`src/hdl/can_mbx_pkg.sv`:
```
// Package for the CAN receive mailbox table: request, result and entry types,
// command and status structs between controller and datapath, codes and helpers.
// Depends on nothing; every other file of the block imports it.
package can_mbx_pkg;

    localparam int MAILBOX_COUNT = 64;
    localparam int CHANNEL_COUNT = 4;
    localparam int IDX_W = (MAILBOX_COUNT > 1) ? $clog2(MAILBOX_COUNT) : 1;
    localparam int CNT_W = $clog2(MAILBOX_COUNT + 1);
    localparam int SLOT_W = 7;

    localparam logic [10:0] DROP_ID = 11'd701;

    localparam logic [1:0] KIND_ADD   = 2'd0;
    localparam logic [1:0] KIND_FRAME = 2'd1;
    localparam logic [1:0] KIND_READ  = 2'd2;

    localparam logic [1:0] ST_NODATA = 2'd0;
    localparam logic [1:0] ST_NEW    = 2'd1;
    localparam logic [1:0] ST_OVER   = 2'd2;

    localparam logic [3:0] MAX_LEN = 4'd8;

    // Result selection codes issued by the controller.
    localparam logic [1:0] RES_MISS = 2'd0;
    localparam logic [1:0] RES_DUP  = 2'd1;
    localparam logic [1:0] RES_ADD  = 2'd2;
    localparam logic [1:0] RES_HIT  = 2'd3;

    typedef struct packed {
        logic [1:0]  kind;
        logic [10:0] can_id;
        logic [3:0]  frame_len;
        logic [63:0] frame_data;
        logic [1:0]  bus_channel;
    } t_req;

    typedef struct packed {
        logic              accepted;
        logic [SLOT_W-1:0] slot;
        logic [1:0]        mail_status;
        logic [3:0]        read_len;
        logic [63:0]       read_data;
        logic [1:0]        read_channel;
    } t_res;

    typedef struct packed {
        logic [10:0] can_id;
        logic [3:0]  len;
        logic [63:0] data;
        logic [1:0]  status;
        logic [1:0]  channel;
    } t_entry;

    typedef struct packed {
        logic       load;
        logic       clr_idx;
        logic       inc_idx;
        logic       finish;
        logic [1:0] res_code;
    } t_cmd;

    typedef struct packed {
        logic [1:0] kind;
        logic       full;
        logic       drop;
        logic       at_end;
        logic       id_match;
    } t_stat;

    // Mask that covers the low len bytes; len is already limited to 8.
    function automatic logic [63:0] byte_mask(input logic [3:0] len);
        logic [63:0] m;
        m = '0;
        for (int b = 0; b < 8; b++) begin
            if (4'(b) < len) begin
                m[b*8 +: 8] = 8'hFF;
            end
        end
        return m;
    endfunction

endpackage

```
`src/hdl/can_mbx_ctrl.sv`:
```
// Controller of the CAN receive mailbox table: a small state machine that
// sequences the identifier scan. Uses can_mbx_pkg for command and status types.
module can_mbx_ctrl (
    input  logic               i_clk,
    input  logic               i_rst_n,
    input  logic               start,
    input  can_mbx_pkg::t_stat i_stat,
    output can_mbx_pkg::t_cmd  o_cmd,
    output logic               busy
);
    import can_mbx_pkg::*;

    localparam logic [1:0] S_IDLE   = 2'd0;
    localparam logic [1:0] S_DECIDE = 2'd1;
    localparam logic [1:0] S_SEARCH = 2'd2;

    logic [1:0] r_state;
    logic [1:0] n_state;

    always_ff @(posedge i_clk) begin
        if (!i_rst_n) begin
            r_state <= S_IDLE;
        end else begin
            r_state <= n_state;
        end
    end

    always_comb begin
        n_state = r_state;
        o_cmd   = '0;
        case (r_state)
            S_IDLE: begin
                if (start) begin
                    o_cmd.load = 1'b1;
                    n_state    = S_DECIDE;
                end
            end
            S_DECIDE: begin
                n_state = S_IDLE;
                if (i_stat.kind == KIND_ADD && i_stat.full) begin
                    o_cmd.finish   = 1'b1;
                    o_cmd.res_code = RES_MISS;
                end else if (i_stat.kind == KIND_FRAME && i_stat.drop) begin
                    o_cmd.finish   = 1'b1;
                    o_cmd.res_code = RES_MISS;
                end else if (i_stat.kind inside {KIND_ADD, KIND_FRAME, KIND_READ}) begin
                    o_cmd.clr_idx = 1'b1;
                    n_state       = S_SEARCH;
                end
            end
            S_SEARCH: begin
                if (i_stat.at_end) begin
                    o_cmd.finish   = 1'b1;
                    o_cmd.res_code = (i_stat.kind == KIND_ADD) ? RES_ADD : RES_MISS;
                    n_state        = S_IDLE;
                end else if (i_stat.id_match) begin
                    o_cmd.finish   = 1'b1;
                    o_cmd.res_code = (i_stat.kind == KIND_ADD) ? RES_DUP : RES_HIT;
                    n_state        = S_IDLE;
                end else begin
                    o_cmd.inc_idx = 1'b1;
                end
            end
            default: begin
                n_state = S_IDLE;
            end
        endcase
    end

    assign busy = (r_state != S_IDLE);

endmodule

```
`config.mk`:
```
export PLATFORM = sky130hd
export DESIGN_NAME = can_mbx_ctrl
export DESIGN_NICKNAME = d
export VERILOG_FILES = /design/src/hdl/can_mbx_pkg.sv /design/src/hdl/can_mbx_ctrl.sv
export SDC_FILE = /design/constraint.sdc
export NUM_CORES = 1
export LEC_CHECK = 0
export ABC_AREA = 1
export BUFFER_PORTS_ARGS = -buffer_cell sky130_fd_sc_hd__buf_4
export CAP_MARGIN = 20
export CELL_PAD_IN_SITES_DETAIL_PLACEMENT = 1
export CELL_PAD_IN_SITES_GLOBAL_PLACEMENT = 1
export CORE_AREA = 2 2 39 41
export CTS_CLUSTER_DIAMETER = 100
export DETAILED_ROUTE_END_ITERATION = 16
export DIE_AREA = 0 0 41 43
export GPL_TIMING_DRIVEN = 0
export HOLD_SLACK_MARGIN = 0.1
export PLACE_DENSITY = 0.69
export SLEW_MARGIN = 20
export SYNTH_ARGS = -nofsm -noshare
export SYNTH_HDL_FRONTEND = slang
export SYNTH_SLANG_ARGS = --single-unit
```
`constraint.sdc`:
```
create_clock -name i_clk -period 2.34 [get_ports i_clk]
set_input_delay 0.585 -clock i_clk [delete_from_list [all_inputs] [get_ports i_clk]]
set_output_delay 0.585 -clock i_clk [all_outputs]
set_load 0.01 [all_outputs]
```
# Word level (Yosys, flattened, before mapping)
# Index checks and enable logic that the tools add are counted.
# classes
n_eq_ne	6
n_mux	23
n_reduce_logical	7
# op_table
op	n
$mux 2	8
$mux 3	4
$mux 1	9
$pmux 2 s3	1
$pmux 3 s2	1
$eq 2x1->1 const B	2
$eq 2x2->1 const B	2
$logic_not 2->1	2
$ne 3x3->1 const B	1
$reduce_bool 3->1	1
$logic_and 1x1->1	2
$ne 2x2->1 const B	1
$reduce_and 2->1	1
$reduce_bool 2->1	1
# word_totals
out_inout_bits	7
wordCells	37
reg_bits	2
inputBits	9

# Longest topological paths before layout
# logic_depth
word_depth	6
depth_mapped	7

# Worst setup path before layout
# OpenSTA, ideal clock, no wires.
# synth_path
path_type	register -> output
startpoint	reg r_state[0]
endpoint	out o_cmd[1] (netlist bit)
setup_slack_ns	0.686
path_stages_with_launch	5
arrival_ns	1.069
path_cell_list	dfxtp_1 > inv_1 > ha_1 > nand2_1 > nor3_1
# synth_lines
item	line	source
start, declared	can_mbx_ctrl.sv:17	logic [1:0] r_state;
start signal, assigned	can_mbx_ctrl.sv:24	r_state <= n_state;
end, declared	can_mbx_ctrl.sv:8	output can_mbx_pkg::t_cmd o_cmd,

==> key figures <==
Die
  – Die height: ~43 µm
  – Rows: 14
  – Core Box Area: about 1400 µm²
  – Starting density of the core: between 20% and 30%
  – Die X: 41 µm
  – Number of placed I/O pins: 16
  – Die area: around 1800 µm²

STA
  – Final setup viols: 0
  – Final period util: between 80% and 90%
  – Hold Worst Slack: 0.531 ns
  – RSZ-0062 raised after global routing: false
  – Slew HR: 88.3%
  – Final Hold Viols: 0
  – Tightest Pin Transition: about 0.17 ns
  – Clk_skew: 0.00105 ns
  – Final worst slack: roughly 0.37 ns
  – Setup TNS Final: 0 ns
  – Pins Over Slew Limit: 0
  – Final min period: just under 2 ns
  – Achievable Freq: around 510 MHz

Setup path
  – Worst EP required: between 1.5 and 2 ns
  – Setup CP Type: reg2out
  – Startpoint types: flip-flop
  – Critical Path AT: 1.39 ns
  – CP Max Fanout: 3
  – Worst setup EP type: output port

Clock network
  – Clk slew on worst S/H paths: about 0.03 ns
  – H-Tree Depth: 1
  – CTS buffer count: 3
  – TritonCTS clock tree: built
  – CTS Root Cell: clkbuf_4
  – Clock sinks: 2
  – Max clock buf depth: 2
  – Insertion delay to the later sink of the worst-skew pair: about 0.22 ns
  – CTS resizes: 0
  – Hold buffer count at cts: 0
  – Post-CTS Setup Inserts: 0

Synthesis
  – Share of the synthesized area in the top cell type: between 15 and 20%
  – Synth cell types: 12
  – Syn. warnings: 0
  – Mapped Area: 280 µm²
  – Sequential fraction of the synthesis area: about 14%
  – Synth area leader: ha_1
  – Cells after Synth: 50
  – Mapped Avg Cell Area: approximately 5.6 µm²
  – Syn_nets: 63
  – Seq cells post-synth: 2
  – Largest cells by area after synthesis: ha_1 (18%), inv_1 (17%), dfxtp_1 (14%)

GRT
  – Initial antenna violation count: 0
  – Vias in the first global route: approximately 320
  – First-pass GRT wire length: ~1100 µm
  – Total track usage: roughly 9%
  – Congestion Overflow GR: 0
  – Largest net degree at the start of global routing: 7

Power and ir drop
  – Pleak: 0.269 nW
  – Peak supply drop: 282 µV
  – Total Power: between 200 and 250 µW
  – Pwr Density: between 500 and 600 nW/µm²

Finish
  – Number of flip-flops in the largest register: 2
  – Top Registers: r_state (2)
  – Multi-input logic area: ~180 µm²
  – Fraction of layout cells with a size suffix above 1: roughly a third
  – Syn-to-layout area delta: 55.4%
  – Register Area: roughly 40 µm²
  – ANT cells: 0
  – Final net count: between 80 and 90
  – Final Cell Area: around 440 µm²
  – Biggest register: r_state
  – Fill count: 195

Placed design
  – DP Wirelength: between 500 and 600 µm
  – Dpl cell area: between 400 and 500 µm²
  – Dpl ws: between 0.4 and 0.5 ns
  – Port buffer count: 15
  – RePlAce Congestion: 0.751

Route
  – Drt first pass iters: 1
  – Routed Antenna Nets: 0
  – Via-per-instance ratio: 4.18
  – Residual DRC: 0
  – Vias: about 350
  – WL/cell: around 7.6 µm
  – Initial DRC count: 0
  – Final WL: 642 µm

Worst hold path
  – Hold Path Class: reg2reg

Run
  – Max Cap Viol: 0

Run status
  – Outcome: complete, no violations
-- worst paths after layout --
check | cells past startpoint | endpoint | start | slack (ns)
setup / recovery | 5 | o_cmd[1] | r_state[0]$_SDFFE_PN0P_ | 0.37
hold / removal | 2 | r_state[0]$_SDFFE_PN0P_ | r_state[0]$_SDFFE_PN0P_ | 0.53
setup reg to reg | 6 | r_state[0]$_SDFFE_PN0P_ | r_state[0]$_SDFFE_PN0P_ | 1.15
hold reg to reg | 2 | r_state[0]$_SDFFE_PN0P_ | r_state[0]$_SDFFE_PN0P_ | 0.53
-- per-stage QoR --
stage               util (%)  cells
detailed placement      29.8     81
finish                  31.5     84
global placement        29.8     81
floorplan                  -     50
global route            31.5     84
CTS                     31.5     84
-- logic make-up (layout without fill, tap and decap cells) --
family          after synthesis  count (layout)  share of synthesized area [%]
flops                         2               2                           14.3
simple gates                 26              26                           40.6
compound gates                4               4                           7.14
fa+ha+maj                     4               4                           17.9
buf+inv                      14              32                           20.1
-- cell usage after synthesis --
library cell,n
inv_1,13
nand2_1,10
nor2_1,6
ha_1,4
nor3_1,4
nand3_1,3
a21oi_1,2
dfxtp_1,2
nand2_2,2
o21ai_0,2
buf_4,1
nor2_2,1
-- power breakdown --
part,total [mW],leakage (nW),internal (mW),switching [mW]
sequential,0.0457,0.0166,0.0412,0.00449
combinational,0.117,0.239,0.0560,0.0611
clock,0.0740,0.0138,0.0564,0.0177
total,0.237,0.269,0.154,0.0832
-- metal layers --
layer,vias up,wire length [µm],track usage [%]
met3,2,27,0
met4,0,17,6.00
met2,8,330,14.4
met1,156,267,10.9
met5,-,0,0
li1,185,-,-
-- cell usage in the layout, fill, tap and decap left out --
master and instances:
nand2_2 2, nand3_1 3, clkbuf_4 3, nor3_1 4, nand2_1 10, ha_1 4
o21ai_0 2, dfxtp_1 2, inv_1 13, buf_4 16, nor2_2 1, a21oi_1 2
nor2_1 6
-- area by class of cell --
type,count,share of cell area [%]
clock buffers,3,5.17
multi-input cells,34,42.2
well taps,16,4.60
flip-flops and latches,2,9.20
repair buffers,15,25.9
plain buffers,1,1.72
inverters,13,11.2
-- worst max-delay path, stage by stage (launching register included) --
cell	delay, ns
dfxtp_1	0.35
inv_1	0.09
ha_1	0.30
nand2_1	0.08
nor3_1	0.20
buf_4	0.15
Note: power is estimated with default switching activity, not from simulation.
